File: config.mk
export PLATFORM = sky130hd
export DESIGN_NAME = process_slot_queue_top
export DESIGN_NICKNAME = d
export VERILOG_FILES = /design/src/hdl/psq_pkg.sv /design/src/hdl/psq_ctrl.sv /design/src/hdl/psq_datapath.sv /design/src/hdl/process_slot_queue_top.sv
export VERILOG_INCLUDE_DIRS = /design/src /design/src/hdl
export SDC_FILE = /design/constraint.sdc
export NUM_CORES = 1
export LEC_CHECK = 0
export ABC_CLOCK_PERIOD_IN_PS = 20100
export BUFFER_PORTS_ARGS = -buffer_cell sky130_fd_sc_hd__clkbuf_2
export CAP_MARGIN = 10
export CORE_MARGIN = 4
export CORE_UTILIZATION = 45
export CTS_BUF_LIST = sky130_fd_sc_hd__clkbuf_16
export DETAILED_ROUTE_END_ITERATION = 8
export GPL_TIMING_DRIVEN = 0
export SLEW_MARGIN = 20
export SYNTH_ARGS = -nofsm -noshare
export SYNTH_HDL_FRONTEND = slang
export SYNTH_SLANG_ARGS = --single-unit
File: constraint.sdc
create_clock -name clock -period 20.1 [get_ports clock]
set_input_delay 2.01 -clock clock [delete_from_list [all_inputs] [get_ports clock]]
set_output_delay 2.01 -clock clock [all_outputs]
set_load 0.005 [all_outputs]
File: src/hdl/process_slot_queue_top_macros.svh
// Assertion macros for the process slot queue.
// Taken in by the files that carry concurrent checks; no other dependencies.
`ifndef PROCESS_SLOT_QUEUE_TOP_MACROS_SVH
`define PROCESS_SLOT_QUEUE_TOP_MACROS_SVH

// Check that a condition always holds outside reset.
`define PSQ_ASSERT_ALW(label, clk, rst, expr) \
   label: assert property (@(posedge clk) disable iff (rst) (expr)) \
   else $error("psq: invariant violated");

// Check a same-cycle implication.
`define PSQ_ASSERT_IMP(label, clk, rst, ante, cons) \
   label: assert property (@(posedge clk) disable iff (rst) (ante) |-> (cons)) \
   else $error("psq: implication violated");

// Check a next-cycle implication.
`define PSQ_ASSERT_NXT(label, clk, rst, ante, cons) \
   label: assert property (@(posedge clk) disable iff (rst) (ante) |=> (cons)) \
   else $error("psq: next-cycle implication violated");

`endif

File: src/hdl/psq_pkg.sv
// Shared types and codes for the process slot queue.
// Used by the controller, the datapath and the top level; no dependencies.
package psq_pkg;

   localparam int OP_W   = 2;
   localparam int ID_W   = 16;
   localparam int TIME_W = 16;
   localparam int ST_W   = 2;
   localparam int FILL_W = 5;

   // Operation codes
   localparam logic [OP_W-1:0] OP_INSERT = 2'd0;
   localparam logic [OP_W-1:0] OP_POP    = 2'd1;
   localparam logic [OP_W-1:0] OP_REMOVE = 2'd2;
   localparam logic [OP_W-1:0] OP_CHECK  = 2'd3;

   // Status codes
   localparam logic [ST_W-1:0] ST_OK       = 2'd0;
   localparam logic [ST_W-1:0] ST_EMPTY    = 2'd1;
   localparam logic [ST_W-1:0] ST_FULL     = 2'd2;
   localparam logic [ST_W-1:0] ST_NOTFOUND = 2'd3;

   typedef struct packed {
      logic [ID_W-1:0]   id;
      logic [TIME_W-1:0] start;
      logic [TIME_W-1:0] len;
   } entry_type;

   // Commands from controller to datapath
   typedef struct packed {
      logic            latch;
      logic            rd_first;
      logic            rd_next;
      logic            wr_tail;
      logic            wr_shift;
      logic            count_dec;
      logic            set_status;
      logic [ST_W-1:0] status_code;
      logic            set_free;
      logic            clr_free;
      logic            capture_pop;
      logic            load_rsp;
   } cmd_type;

   // Status from datapath to controller
   typedef struct packed {
      logic [OP_W-1:0] op;
      logic            empty;
      logic            full;
      logic            last;
      logic            id_match;
      logic            overlap;
      logic            rsp_free;
   } sts_type;

endpackage

File: src/hdl/psq_ctrl.sv
// Controller state machine for the process slot queue.
// Depends on psq_pkg and process_slot_queue_top_macros.svh.
`include "process_slot_queue_top_macros.svh"

module psq_ctrl (
   input  logic              clock,
   input  logic              reset,
   input  logic              req_valid,
   output logic              req_stall,
   input  psq_pkg::sts_type  sts,
   output psq_pkg::cmd_type  cmd
);
   import psq_pkg::*;

   localparam logic [2:0] S_IDLE   = 3'd0;
   localparam logic [2:0] S_EXEC   = 3'd1;
   localparam logic [2:0] S_SCAN   = 3'd2;
   localparam logic [2:0] S_SHIFT  = 3'd3;
   localparam logic [2:0] S_FINISH = 3'd4;

   logic [2:0] state_ff, state_in;
   logic       req_fire;
   logic       match;

   assign req_stall = (state_ff != S_IDLE);
   assign req_fire  = req_valid && !req_stall;
   // pop always takes the head; remove needs an id hit
   assign match     = (sts.op == OP_POP) || sts.id_match;

   // Decode state and status into datapath commands
   always_comb begin
      state_in = state_ff;
      cmd      = '0;
      case (state_ff)
         S_IDLE: begin
            if (req_fire) begin
               cmd.latch = 1'b1;
               state_in  = S_EXEC;
            end
         end
         S_EXEC: begin
            state_in = S_FINISH;
            case (sts.op)
               OP_INSERT: begin
                  if (sts.full) begin
                     cmd.set_status  = 1'b1;
                     cmd.status_code = ST_FULL;
                  end else begin
                     cmd.wr_tail = 1'b1;
                  end
               end
               OP_POP, OP_REMOVE: begin
                  if (sts.empty) begin
                     cmd.set_status  = 1'b1;
                     cmd.status_code = ST_EMPTY;
                  end else begin
                     cmd.rd_first = 1'b1;
                     state_in     = S_SCAN;
                  end
               end
               OP_CHECK: begin
                  cmd.set_free = 1'b1;
                  if (!sts.empty) begin
                     cmd.rd_first = 1'b1;
                     state_in     = S_SCAN;
                  end
               end
               default: ;
            endcase
         end
         S_SCAN: begin
            if (sts.op == OP_CHECK) begin
               // stop at the first overlap
               if (sts.overlap) begin
                  cmd.clr_free = 1'b1;
                  state_in     = S_FINISH;
               end else if (sts.last) begin
                  state_in = S_FINISH;
               end else begin
                  cmd.rd_next = 1'b1;
               end
            end else if (match) begin
               cmd.capture_pop = (sts.op == OP_POP);
               if (sts.last) begin
                  cmd.count_dec = 1'b1;
                  state_in      = S_FINISH;
               end else begin
                  cmd.rd_next = 1'b1;
                  state_in    = S_SHIFT;
               end
            end else if (sts.last) begin
               cmd.set_status  = 1'b1;
               cmd.status_code = ST_NOTFOUND;
               state_in        = S_FINISH;
            end else begin
               cmd.rd_next = 1'b1;
            end
         end
         S_SHIFT: begin
            // close the gap one entry per cycle
            cmd.wr_shift = 1'b1;
            if (sts.last) begin
               cmd.count_dec = 1'b1;
               state_in      = S_FINISH;
            end else begin
               cmd.rd_next = 1'b1;
            end
         end
         S_FINISH: begin
            if (sts.rsp_free) begin
               cmd.load_rsp = 1'b1;
               state_in     = S_IDLE;
            end
         end
         default: begin
            state_in = S_IDLE;
         end
      endcase
   end

   // Advance state
   always_ff @(posedge clock) begin
      if (reset) begin
         state_ff <= S_IDLE;
      end else begin
         state_ff <= state_in;
      end
   end

   `PSQ_ASSERT_NXT(a_accept_exec, clock, reset, req_fire, state_ff == S_EXEC)
   `PSQ_ASSERT_IMP(a_load_free, clock, reset, cmd.load_rsp, sts.rsp_free)

endmodule

File: src/hdl/psq_datapath.sv
// Datapath of the process slot queue: entry memory, walk index, fill count,
// result registers and the output register. Depends on psq_pkg and the macros header.
`include "process_slot_queue_top_macros.svh"

module psq_datapath #(
   parameter int DEPTH = 16
) (
   input  logic                         clock,
   input  logic                         reset,
   input  psq_pkg::cmd_type             cmd,
   output psq_pkg::sts_type             sts,
   input  logic [psq_pkg::OP_W-1:0]     req_operation,
   input  logic [psq_pkg::ID_W-1:0]     req_proc_id,
   input  logic [psq_pkg::TIME_W-1:0]   req_start_time,
   input  logic [psq_pkg::TIME_W-1:0]   req_run_length,
   output logic                         rsp_valid,
   input  logic                         rsp_stall,
   output logic [psq_pkg::ST_W-1:0]     rsp_status,
   output logic                         rsp_slot_free,
   output logic [psq_pkg::ID_W-1:0]     rsp_out_id,
   output logic [psq_pkg::TIME_W-1:0]   rsp_out_start,
   output logic [psq_pkg::TIME_W-1:0]   rsp_out_length,
   output logic [psq_pkg::FILL_W-1:0]   rsp_fill_count
);
   import psq_pkg::*;

   localparam int AW = $clog2(DEPTH);
   localparam int CW = $clog2(DEPTH + 1);

   // Latched request
   logic [OP_W-1:0]   op_ff;
   entry_type         req_ff;

   // Entry memory and its registered read port
   entry_type         store_ff [DEPTH];
   entry_type         rd_data_ff;
   logic              rd_en, wr_en;
   logic [AW-1:0]     rd_addr, wr_addr;
   entry_type         wr_data;

   logic [AW-1:0]     idx_ff;
   logic [CW-1:0]     count_ff;

   // Result of the item under work
   logic [ST_W-1:0]   status_ff;
   logic              free_ff;
   entry_type         pop_ff;

   // Output register
   logic              rsp_valid_ff;
   logic [ST_W-1:0]   rsp_status_ff;
   logic              rsp_free_ff;
   entry_type         rsp_entry_ff;
   logic [FILL_W-1:0] rsp_fill_ff;

   logic [TIME_W:0]   stored_end, req_end;

   // Latch the accepted item
   always_ff @(posedge clock) begin
      if (cmd.latch) begin
         op_ff        <= req_operation;
         req_ff.id    <= req_proc_id;
         req_ff.start <= req_start_time;
         req_ff.len   <= req_run_length;
      end
   end

   // Select memory addresses
   assign rd_en   = cmd.rd_first || cmd.rd_next;
   assign rd_addr = cmd.rd_next ? (idx_ff + AW'(1)) : '0;
   assign wr_en   = cmd.wr_tail || cmd.wr_shift;
   assign wr_addr = cmd.wr_shift ? (idx_ff - AW'(1)) : count_ff[AW-1:0];
   assign wr_data = cmd.wr_shift ? rd_data_ff : req_ff;

   // Entry memory: one write and one registered read per cycle
   always_ff @(posedge clock) begin
      if (wr_en) begin
         store_ff[wr_addr] <= wr_data;
      end
      if (rd_en) begin
         rd_data_ff <= store_ff[rd_addr];
      end
   end

   // Track walk index and fill count
   always_ff @(posedge clock) begin
      if (rd_en) begin
         idx_ff <= rd_addr;
      end
      if (reset) begin
         count_ff <= '0;
      end else if (cmd.wr_tail) begin
         count_ff <= count_ff + CW'(1);
      end else if (cmd.count_dec) begin
         count_ff <= count_ff - CW'(1);
      end
   end

   // Hold result fields of the current item
   always_ff @(posedge clock) begin
      if (cmd.latch) begin
         status_ff <= ST_OK;
         free_ff   <= 1'b0;
         pop_ff    <= '0;
      end else begin
         if (cmd.set_status) begin
            status_ff <= cmd.status_code;
         end
         if (cmd.set_free) begin
            free_ff <= 1'b1;
         end else if (cmd.clr_free) begin
            free_ff <= 1'b0;
         end
         if (cmd.capture_pop) begin
            pop_ff <= rd_data_ff;
         end
      end
   end

   // Output register: load when free, drop when taken
   always_ff @(posedge clock) begin
      if (reset) begin
         rsp_valid_ff <= 1'b0;
      end else if (cmd.load_rsp) begin
         rsp_valid_ff <= 1'b1;
      end else if (!rsp_stall) begin
         rsp_valid_ff <= 1'b0;
      end
   end

   always_ff @(posedge clock) begin
      if (cmd.load_rsp) begin
         rsp_status_ff <= status_ff;
         rsp_free_ff   <= free_ff;
         rsp_entry_ff  <= pop_ff;
         rsp_fill_ff   <= FILL_W'(count_ff);
      end
   end

   // Inclusive-boundary overlap against the entry just read
   assign stored_end = {1'b0, rd_data_ff.start} + {1'b0, rd_data_ff.len};
   assign req_end    = {1'b0, req_ff.start} + {1'b0, req_ff.len};

   always_comb begin
      sts          = '0;
      sts.op       = op_ff;
      sts.empty    = (count_ff == '0);
      sts.full     = (count_ff == CW'(DEPTH));
      sts.last     = ((CW'(idx_ff) + CW'(1)) == count_ff);
      sts.id_match = (rd_data_ff.id == req_ff.id);
      sts.overlap  = ((req_ff.start >= rd_data_ff.start)
                      && ({1'b0, req_ff.start} <= stored_end))
                     || ((req_ff.start <= rd_data_ff.start)
                      && (req_end >= {1'b0, rd_data_ff.start}));
      sts.rsp_free = !rsp_valid_ff || !rsp_stall;
   end

   assign rsp_valid      = rsp_valid_ff;
   assign rsp_status     = rsp_status_ff;
   assign rsp_slot_free  = rsp_free_ff;
   assign rsp_out_id     = rsp_entry_ff.id;
   assign rsp_out_start  = rsp_entry_ff.start;
   assign rsp_out_length = rsp_entry_ff.len;
   assign rsp_fill_count = rsp_fill_ff;

   `PSQ_ASSERT_ALW(a_count_bound, clock, reset, count_ff <= CW'(DEPTH))
   `PSQ_ASSERT_NXT(a_tail_inc, clock, reset, cmd.wr_tail,
      count_ff == $past(count_ff) + CW'(1))

endmodule

File: src/hdl/process_slot_queue_top.sv
// Process slot queue: ordered queue with insert, pop, remove by id and an
// interval check. Insert, and any operation on an empty queue, runs through the
// execute and finish states only; pop, remove and check walk the stored
// entries through the single read port of the entry memory, one entry per
// cycle, so they take longer the more entries are stored. One item is worked on at a time;
// the next item is accepted once the result is in the output register, even
// while that result still waits to be taken. No clearing pass follows reset.
// Depends on psq_pkg, psq_ctrl and psq_datapath.
module process_slot_queue_top #(
   parameter int DEPTH = 16
) (
   input  logic                         clock,
   input  logic                         reset,
   input  logic                         req_valid,
   output logic                         req_stall,
   input  logic [psq_pkg::OP_W-1:0]     req_operation,
   input  logic [psq_pkg::ID_W-1:0]     req_proc_id,
   input  logic [psq_pkg::TIME_W-1:0]   req_start_time,
   input  logic [psq_pkg::TIME_W-1:0]   req_run_length,
   output logic                         rsp_valid,
   input  logic                         rsp_stall,
   output logic [psq_pkg::ST_W-1:0]     rsp_status,
   output logic                         rsp_slot_free,
   output logic [psq_pkg::ID_W-1:0]     rsp_out_id,
   output logic [psq_pkg::TIME_W-1:0]   rsp_out_start,
   output logic [psq_pkg::TIME_W-1:0]   rsp_out_length,
   output logic [psq_pkg::FILL_W-1:0]   rsp_fill_count
);
   import psq_pkg::*;

   cmd_type cmd;
   sts_type sts;

   // Sequence each item
   psq_ctrl u_ctrl (
      .clock     (clock),
      .reset     (reset),
      .req_valid (req_valid),
      .req_stall (req_stall),
      .sts       (sts),
      .cmd       (cmd)
   );

   // Store entries and form results
   psq_datapath #(
      .DEPTH (DEPTH)
   ) u_datapath (
      .clock          (clock),
      .reset          (reset),
      .cmd            (cmd),
      .sts            (sts),
      .req_operation  (req_operation),
      .req_proc_id    (req_proc_id),
      .req_start_time (req_start_time),
      .req_run_length (req_run_length),
      .rsp_valid      (rsp_valid),
      .rsp_stall      (rsp_stall),
      .rsp_status     (rsp_status),
      .rsp_slot_free  (rsp_slot_free),
      .rsp_out_id     (rsp_out_id),
      .rsp_out_start  (rsp_out_start),
      .rsp_out_length (rsp_out_length),
      .rsp_fill_count (rsp_fill_count)
   );

endmodule

[After elaboration in Yosys (flattened, before gate mapping)]
Memory sizes are Yosys's and may differ from the RTL's. A register that Yosys moved wholly into a read port is not among the register bits.
Cells that the tools add are included.
Widths: inputs -> output; s select.
Storage, ports and cells
  register bits: 170
  bits in writable memories: 768
  output and inout port bits: 58
  word-level logic and storage cells: 117
  memories kept: 1
Memories
  u_datapath.store_ff: depth 16, width 48, read ports 1, clocked after Yosys merged registers in 1, write ports 1, line psq_datapath.sv:35  | entry_type store_ff [DEPTH];
Operators by class
  $add $sub $neg: 7
  $lt $le $gt $ge: 4
  eq/ne operators: 13
  multiplexer cells: 53
  reductions and logical operators: 20
Operators with widths (number)
  $mux 48: 1
  $mux 3: 13
  $add 16x16->17: 2
  $mux 1: 28
  $ge 17x16->1: 1
  $le 16x17->1: 1
  $eq 16x16->1: 1
  $ge 16x16->1: 1
  $le 16x16->1: 1
  $pmux 3 s5: 1
  $mux 4: 3
  $pmux 3 s2: 2
  $mux 5: 2
  $eq 3x2->1 const B: 2
  $add 4x1->5 const B: 1
  $add 5x1->5 const B: 1
  $eq 5x5->1: 1
  $eq 5x5->1 const B: 1
  $logic_not 5->1: 1
  $logic_or 1x1->1: 5
  $sub 5x1->5 const B: 1
  $add 4x1->4 const B: 1
  $eq 2x2->1 const B: 2
  $ne 2x1->1 const B: 2
  16 further kinds: 22

[Depth between registers and ports, before layout]
Gate-level depths: netlist (run 1).
  word-level depth: 9
  depth in mapped cells: 26
  depth with buffers taken out: 23

[Cells and area by module]
A second synthesis (run 1) with hierarchy kept.
Unflattened totals
  cell total of the unflattened synthesis: 2579
  area, all modules: 40772.9 um2
By module, submodules not included
  psq_datapath: instances 1, cells each 2521, area each 40322.4 um2
  psq_ctrl: instances 1, cells each 58, area each 450.4 um2

[Least setup slack after synthesis (run 1)]
No wires, ideal clock.
  path kind: register to register
  start point: register u_datapath.rd_data_ff[1] (netlist name)
  end point: register u_datapath.idx_ff[0], enable pin
  arrival: 5.623 ns
  setup slack: 13.572 ns
  stages on the path, launching flop included: 22
  path buffers: 2
  period minus slack after synthesis: 6.528 ns
  path through: edfxtp_1 -> ha_1 -> a21o_1 -> a21oi_1 -> o21bai_1 -> a21oi_1 -> o21ai_0 -> nand2b_1 -> a21boi_0 -> o21ai_0 -> a21oi_1 -> xnor2_1 -> ha_1 -> a211o_1 -> a211o_1 -> a211oi_2 -> a211oi_1 -> or4_4 -> o311ai_4 -> buf_8 -> buf_4 -> o21ai_0
Between the ends
  cells in the longest elaborated chain, start to end: 8
RTL lines
  $add 16x16->17: line psq_datapath.sv:141  | assign stored_end = {1'b0, rd_data_ff.start} + {1'b0, rd_data_ff.len};
  $le 16x17->1: line psq_datapath.sv:152  | && ({1'b0, req_ff.start} <= stored_end))
  $logic_and 1x1->1: line psq_datapath.sv:152
  $logic_or 1x1->1: line psq_datapath.sv:153  | || ((req_ff.start <= rd_data_ff.start)
  $mux 1: line psq_ctrl.sv:74  | if (sts.overlap) begin
  $mux 1: line psq_ctrl.sv:72  | if (sts.op == OP_CHECK) begin
  $pmux 1 s2: line psq_ctrl.sv:34  | case (state_ff)
  $logic_or 1x1->1: line psq_datapath.sv:69  | assign rd_en = cmd.rd_first || cmd.rd_next;
  net u_datapath.rd_en: line psq_datapath.sv:37  | logic rd_en, wr_en;
  end signal: assignment: line psq_datapath.sv:88  | idx_ff <= rd_addr;
  end: declaration: line psq_datapath.sv:41  | logic [AW-1:0] idx_ff;
The timed path passes the listed nets, and every way through them passes these cells.
A chain may end at the register's enable or synchronous reset.

[Worst setup path after layout (run 1)]
  start point: register u_datapath.idx_ff[0]
  end point: memory u_datapath.store_ff[3][17] (netlist name), enable pin
Between the ends
  cells in the longest elaborated chain, start to end: 2
RTL lines
  $sub 4x1->4: line psq_datapath.sv:72  | assign wr_addr = cmd.wr_shift ? (idx_ff - AW'(1)) : count_ff[AW-1:0];
  $mux 4: line psq_datapath.sv:72
  end: declaration: line psq_datapath.sv:35
No other way between the ends.

==> results.yml, run 1 <==
status:
  outcome: "finished clean"
yosys:
  synth_ff_type: "edfxtp_1"
  synth-seq-cells: 986
  xor_and_xnor_area_share_after_synthesis: 0.0121
  synth_top_family_by_area: "compound AO/OA/AOI/OAI gates"
  yosys.area_share.simple: 0.0712
  share_of_the_synthesized_area_in_compound_gates_ao_oa_aoi_oai: 0.112
  post_synth_fa_ha_maj_area_fraction: 0.0288
  synth.mux.area_fraction: 0.0495
  synth-async-reset-ratio: 0
  yosysWarningCount: 0
  synth_edf_count: 926
  combined_area_of_all_synthesized_cells_um2: 41200
  postSynthNetCount: 3030
  synth.avg_cell_area_um2: 14.3
  synth-seq-area-share: 0.704
  synth.lib_cells_used.distinct: 71
  synth_cells: 2883
clocking:
  numCtsBuffers: 101
  cts.hold.buffers_added: 0
  clkTransAtPathRegs_ns: 0.06
  cts.path.max_buffers: 3
  tritoncts_num_sinks: 986
  ctsRootBufferMaster: "clkbuf_16"
  cts_setup_buffers: 0
  clkLatencyLatePin_ns: 0.68
  cts-htree-levels: 3
  postCtsResizedCells: 0
  tritoncts: "done"
sta:
  finalMaxSlewViolations: 0
  timing.fmax_ghz: 0.129
  worst_hold_slack_ns: 0.428
  clock_skew_ns: 0.0321
  setup_repair_after_global_routing_missed_its_margin: "false"
  min_period_over_period: 0.386
  max-slew-margin-rel: 0.203
  fin_tns_setup_ns: 0
  final_hold_viol_count: 0
  worstMarginPinSlew_ns: 1.19
  setup_viol: 0
  final.min_clock_period_ns: 7.75
pwr:
  total_leakage_power_nw: 16.4
  p_switching_w: 0.00109
  p_seq_frac: 0.501
  internal_power_w: 0.00355
  power_switching_share: 0.235
  power.share.combinational: 0.090
  power-per-cell-area_nw_per_um2: 96.9
  vdd_ir_drop_max_v: 0.0000795
  clock_power_share: 0.409
finish:
  fillerInstances: 7281
  multi_input_area_um2: 11500
  area_growth_syn_to_layout_pct: 16.2
  final-instance-count-excl-fill: 4407
  nNetsFinal: 3292
  postLayoutCoreUtil: 0.529
  num_antenna_cells: 0
  post-route-cell-area_um2: 47900
  layout-drive-gt1-share: 0.153
  seq_area_um2: 29000
route:
  drt_iter0_markers: 2517
  via_count: 25649
  drt_pass1_iterations: 6
  post_drt_via_cell_ratio: 5.82
  drt_drc_violations_left: 0
  route.final.wire_length_um: 113000
  post_drt_wl_per_cell_um: 25.7
  postRouteAntennaNets: 0
place:
  port-buffer-count: 110
  place.gp.congestion: 0.881
  post-dp-hpwl_um: 83700
  dp_cells: 4218
  placed_cell_area_um2: 44500
setup_path:
  worst_ep_arrival_time_ns: 8.11
  element_type_at_the_critical_path_end: "register"
  path_buf_inv: 9
  startpoint_type: "register"
  crit_slowest_cell: "nor2_2"
  data_required_time_at_the_worst_endpoint_ns: 20.46
  timing.setup.critical_path_class: "reg2reg"
  worstPathMaxFanout: 26
  crit_top_cell: "clkbuf_1"
  timing.critical_path.max_delay_family: "buffers and inverters"
  cpPeakStageDelay_ns: 0.76
  crit_chain: "clkbuf_1 > inv_2 > clkbuf_1 > clkbuf_1 > ha_1 > clkbuf_1 > nor2_2 > clkbuf_1 > clkbuf_1 > buf_1 > a32oi_1 > nor2_4 > buf_12"
die:
  die_height_um: 311
  rows: 110
  boundaryPins: 112
  die_width_um: 311
  floorplan.initialDensity: 0.456
  die_area_um2: 96500
  core_um2: 90400
global_route:
  first_global_vias: 26087
  total_track_usage: 0.230
  grt_remaining_overflow: 0
  grt_max_degree: 44
  antenna_found_initial: 5
  grt_pass1_wl_um: 166000
flow_run:
  drv.max_cap_violation_count: 0
hold_path:
  timing.hold.worst.class: "reg2reg"
-- logic make-up (layout without fill, tap and decap cells) --
family	Yosys count	after routing
flip-flops	986	986
AO/OA/AOI/OAI	669	669
XOR/XNOR	55	55
buffers and inverters	221	569
adder cells (fa/ha/maj)	93	93
multiplexers	194	194
AND/OR/NAND/NOR	665	665
-- worst paths after layout --
kind         slack (ns)                               start                                endpoint  cells after the start
max               12.35      u_datapath.idx_ff[0]$_DFFE_PP_    u_datapath.store_ff[3][17]$_DFFE_PP_                     13
min                0.43  u_datapath.pop_ff[27]$_SDFFE_PP0P_  u_datapath.rsp_out_start[11]$_DFFE_PP_                      0
max reg2reg       12.35      u_datapath.idx_ff[0]$_DFFE_PP_    u_datapath.store_ff[3][17]$_DFFE_PP_                     13
min reg2reg        0.43  u_datapath.pop_ff[27]$_SDFFE_PP0P_  u_datapath.rsp_out_start[11]$_DFFE_PP_                      0
-- synth_stat cells, types with 3 or more instances --
master	n	area, um2
nor2_1	57	214
a211oi_2	48	601
clkbuf_1	135	507
o21a_1	3	22.5
nand3_1	17	85.1
ha_1	90	1130
a21oi_1	182	911
mux2i_1	144	1440
nor4_1	100	626
a211oi_1	8	60.1
dfxtp_1	60	1200
mux2_2	47	529
xnor2_1	43	377
and2_1	4	25.0
xor2_1	11	96.3
mux4_2	3	67.6
nand2b_1	6	37.5
a32oi_1	48	420
buf_2	20	100
and4_1	4	35.0
fa_1	3	60.1
nor2b_1	7	43.8
nand4_1	10	62.6
a31oi_1	54	338
or3_1	4	25.0
and3_1	3	18.8
a211o_1	53	464
o21bai_1	7	52.6
buf_1	5	18.8
inv_1	44	165
edfxtp_1	926	27800
nor3_1	11	55.1
buf_4	7	52.6
o211ai_1	97	728
a21o_1	11	82.6
o21ai_0	133	666
buf_6	7	78.8
nand2_1	433	1630
-- through the flow --
stage / setup WS, ns / total power [W]
after floorplan: 13.57 / 0.00261
after global placement: 9.24 / 0.00276
after detailed placement: 12.63 / 0.00278
after CTS: 12.67 / 0.00466
after global routing: 12.27 / 0.00479
final: 12.35 / 0.00464
-- metal layers --
layer  share of wire  GRT usage  vias up
met4           0.038     0.0860        0
met5               0          0        -
met2            0.47      0.377     1028
met1            0.41      0.299    12747
li1                -          -    11668
met3           0.084     0.0557      206
-- registers in the layout (all words and copies together), names as in the netlist, 3 cells and up --
| register | count |
|---|---|
| u_datapath.count_ff | 5 |
| u_ctrl.state_ff | 3 |
| u_datapath.store_ff | 768 |
| u_datapath.rd_data_ff | 48 |
| u_datapath.idx_ff | 4 |
| u_datapath.rsp_out_start | 16 |
| u_datapath.req_ff | 48 |
| u_datapath.pop_ff | 48 |
| u_datapath.rsp_out_id | 16 |
| u_datapath.rsp_fill_count | 5 |
| u_datapath.rsp_out_length | 16 |
-- cells in the final DEF, fill, tap and decap left out, types with 47 or more instances in the layout --
cell type	instances
clkbuf_16	109
clkbuf_2	111
clkbuf_1	134
a32oi_1	48
edfxtp_1	926
a211oi_2	48
a21oi_1	181
nand2_1	433
o21ai_0	115
a31oi_1	54
inv_1	56
ha_1	90
o211ai_1	97
dfxtp_1	60
a211o_1	53
nor4_1	100
mux2i_1	144
mux2_2	47
-- power by group through the flow --
stage                     Sequential, W  Combinational (W)  Clock [W]
after floorplan                 0.00235           0.000256          0
after global placement          0.00237           0.000385          0
after detailed placement        0.00237           0.000413          0
after CTS                       0.00232           0.000415    0.00192
after global routing            0.00232           0.000456    0.00201
final                           0.00232           0.000417    0.00190
-- final cells by class --
| cell class | instances | area share |
|---|---|---|
| inverter | 45 | 0.00353 |
| clock buffer | 109 | 0.0570 |
| clock inverter | 80 | 0.0142 |
| tap | 1176 | 0.0307 |
| buffer | 176 | 0.0163 |
| multi-input combinational | 1676 | 0.240 |
| sequential | 986 | 0.606 |
| timing repair buffer | 159 | 0.0329 |
Power figures use the tool's default switching activity.
==> inputs of run 2 (changes only) <==
ABC_CLOCK_PERIOD_IN_PS = 7150   (was 20100)
clock period = 7.15 ns   (was 20.1 ns; I/O delays follow)
==> results.yml, run 2 (synthesized netlist as in run 1, its figures left out) <==
route:
  drt_iter0_markers: 2562
  route.final.wire_length_um: 113000
  met2RoutedLength_um: 53200
  drt_pass1_iterations: 5
  drt_drc_violations_left: 0
  post_drt_wl_per_cell_um: 25.7
  route.layer.met1.wl_um: 46600
  highest-signal-layer: "met4"
  postRouteAntennaNets: 0
  met3_wirelength_um: 9120
  post_drt_via_cell_ratio: 5.82
  via_count: 25608
setup_path:
  crit_start: "u_datapath.idx_ff[0]$_DFFE_PP_"
  crit-reg2reg-launch: "u_datapath.idx_ff[0]$_DFFE_PP_"
  r2r.worst_path.cells: 12
  data_required_time_at_the_worst_endpoint_ns: 7.51
  timing.setup.critical_path_class: "reg2reg"
  element_type_at_the_critical_path_end: "register"
  startpoint_type: "register"
  worstPathMaxFanout: 26
  worst_ep_arrival_time_ns: 7.36
pwr:
  total_leakage_power_nw: 16.4
  power-per-cell-area_nw_per_um2: 272
  p_switching_w: 0.00307
  p_seq_frac: 0.501
  power.share.combinational: 0.090
  internal_power_w: 0.00998
  vdd_ir_drop_max_v: 0.000223
  clock_power_share: 0.409
  total_power_w: 0.0130
  power_switching_share: 0.235
sta:
  finalMaxSlewViolations: 0
  timing.fmax_ghz: 0.143
  worstMarginPinSlew_ns: 1.12
  fin_tns_setup_ns: 0
  max-slew-margin-rel: 0.246
  setup_repair_after_global_routing_missed_its_margin: "false"
  final_hold_viol_count: 0
  final.min_clock_period_ns: 7.00
  min_period_over_period: 0.978
  clock_skew_ns: 0.0278
  setup_viol: 0
global_route:
  grt_remaining_overflow: 0
  total_track_usage: 0.230
  first_global_vias: 26060
  grt_pass1_wl_um: 166000
  grt_max_degree: 44
  antenna_found_initial: 5
finish:
  nNetsFinal: 3288
  post-route-cell-area_um2: 47900
  postLayoutCoreUtil: 0.530
  layout.cells.most_common_list: "edfxtp_1, nand2_1, a21oi_1"
  largest_reg_by_ff_count: "u_datapath.store_ff"
  final-instance-count-excl-fill: 4403
  final_common_cell: "edfxtp_1"
  area_growth_syn_to_layout_pct: 16.2
  layout-drive-gt1-share: 0.154
  largest_register_ff_count: 768
  num_antenna_cells: 0
clocking:
  ctsRootBufferMaster: "clkbuf_16"
  numCtsBuffers: 101
  tritoncts_num_sinks: 986
  cts.hold.buffers_added: 0
  clkTransAtPathRegs_ns: 0.06
  cts_setup_buffers: 0
  clkLatencyLatePin_ns: 0.68
  cts.path.max_buffers: 3
  cts-htree-levels: 3
  tritoncts: "done"
die:
  die_height_um: 311
  die_area_um2: 96500
  core_um2: 90400
  die_width_um: 311
  boundaryPins: 112
  floorplan.initialDensity: 0.456
  rows: 110
flow_run:
  drv.max_cap_violation_count: 0
place:
  port-buffer-count: 110
  post-dp-hpwl_um: 83700
  placed_cell_area_um2: 44500
  place.gp.congestion: 0.881
  dp_cells: 4218
hold_path:
  count_of_cells_along_the_worst_hold_path: 1
  timing.hold.worst.class: "in2reg"
  hold_path_startpoint: "req_start_time[6]"
status:
  outcome: "finished clean"
run 2: cell count changes in the layout (fill, tap and decap cells not counted):
cell and delta:
a31oi_4 +1, clkbuf_4 +1, a211oi_1 -1, a31oi_2 -1, clkbuf_1 -6, a211oi_4 +2, buf_2 -1, nor2_2 -1
nor2_4 +1, clkbuf_2 +2, a211oi_2 -1
run 2: worst paths after layout:
kind | to | slack [ns]
max | u_datapath.store_ff[3][17]$_DFFE_PP_ | 0.15
max reg2reg | u_datapath.store_ff[3][17]$_DFFE_PP_ | 0.15
min reg2reg | u_datapath.rsp_out_id[5]$_DFFE_PP_ | 0.43
min | u_datapath.req_ff[22]$_DFFE_PP_ | 0.21
run 2: final cells by class:
cell class                 instances  area (um2)
buffer                           172         771
clock buffer                     109        2730
clock inverter                    80         679
fill                            7281       42500
inverter                          45         169
multi-input combinational       1676       11500
sequential                       986       29000
tap                             1176        1470
timing repair buffer             159        1570
run 2: timing repair:
action	CTS	global route
hold endpoints to repair	0	0
endpoints found under the setup margin	198	12
gates cloned	0	0
pin swaps	0	0
resized for setup	3	6
run 2: metrics by stage:
stage / worst slack (ns) / hold WS [ns]
4_1_cts: 0.0524 / 0.172
3_3_place_gp: -3.71 / 0.414
3_5_place_dp: -0.319 / 0.413
6_report: 0.154 / 0.207
2_1_floorplan: 0.622 / 0.408
5_1_grt: 0.102 / 0.186
run 2: routing by layer:
metal,global-route usage,vias up
met5,0,-
met4,0.0841,0
met3,0.0547,201
met2,0.377,1012
met1,0.299,12736
li1,-,11659
run 2: power groups by stage:
stage          clock, W  sequential (W)  combinational [W]
5_1_grt         0.00566         0.00653            0.00129
6_report        0.00534         0.00653            0.00118
3_3_place_gp          0         0.00667            0.00108
4_1_cts         0.00541         0.00653            0.00117
2_1_floorplan         0         0.00662           0.000719
3_5_place_dp          0         0.00665            0.00116
run 2: critical path, cell delays in order (launching register included):
cell	delay, ns
edfxtp_1	0.41
clkbuf_1	0.30
inv_2	0.54
clkbuf_1	0.72
ha_1	0.43
clkbuf_1	0.43
nor2_4	0.56
clkbuf_1	0.51
clkbuf_1	0.69
buf_1	0.68
a32oi_1	0.46
nor2_4	0.60
buf_12	0.27
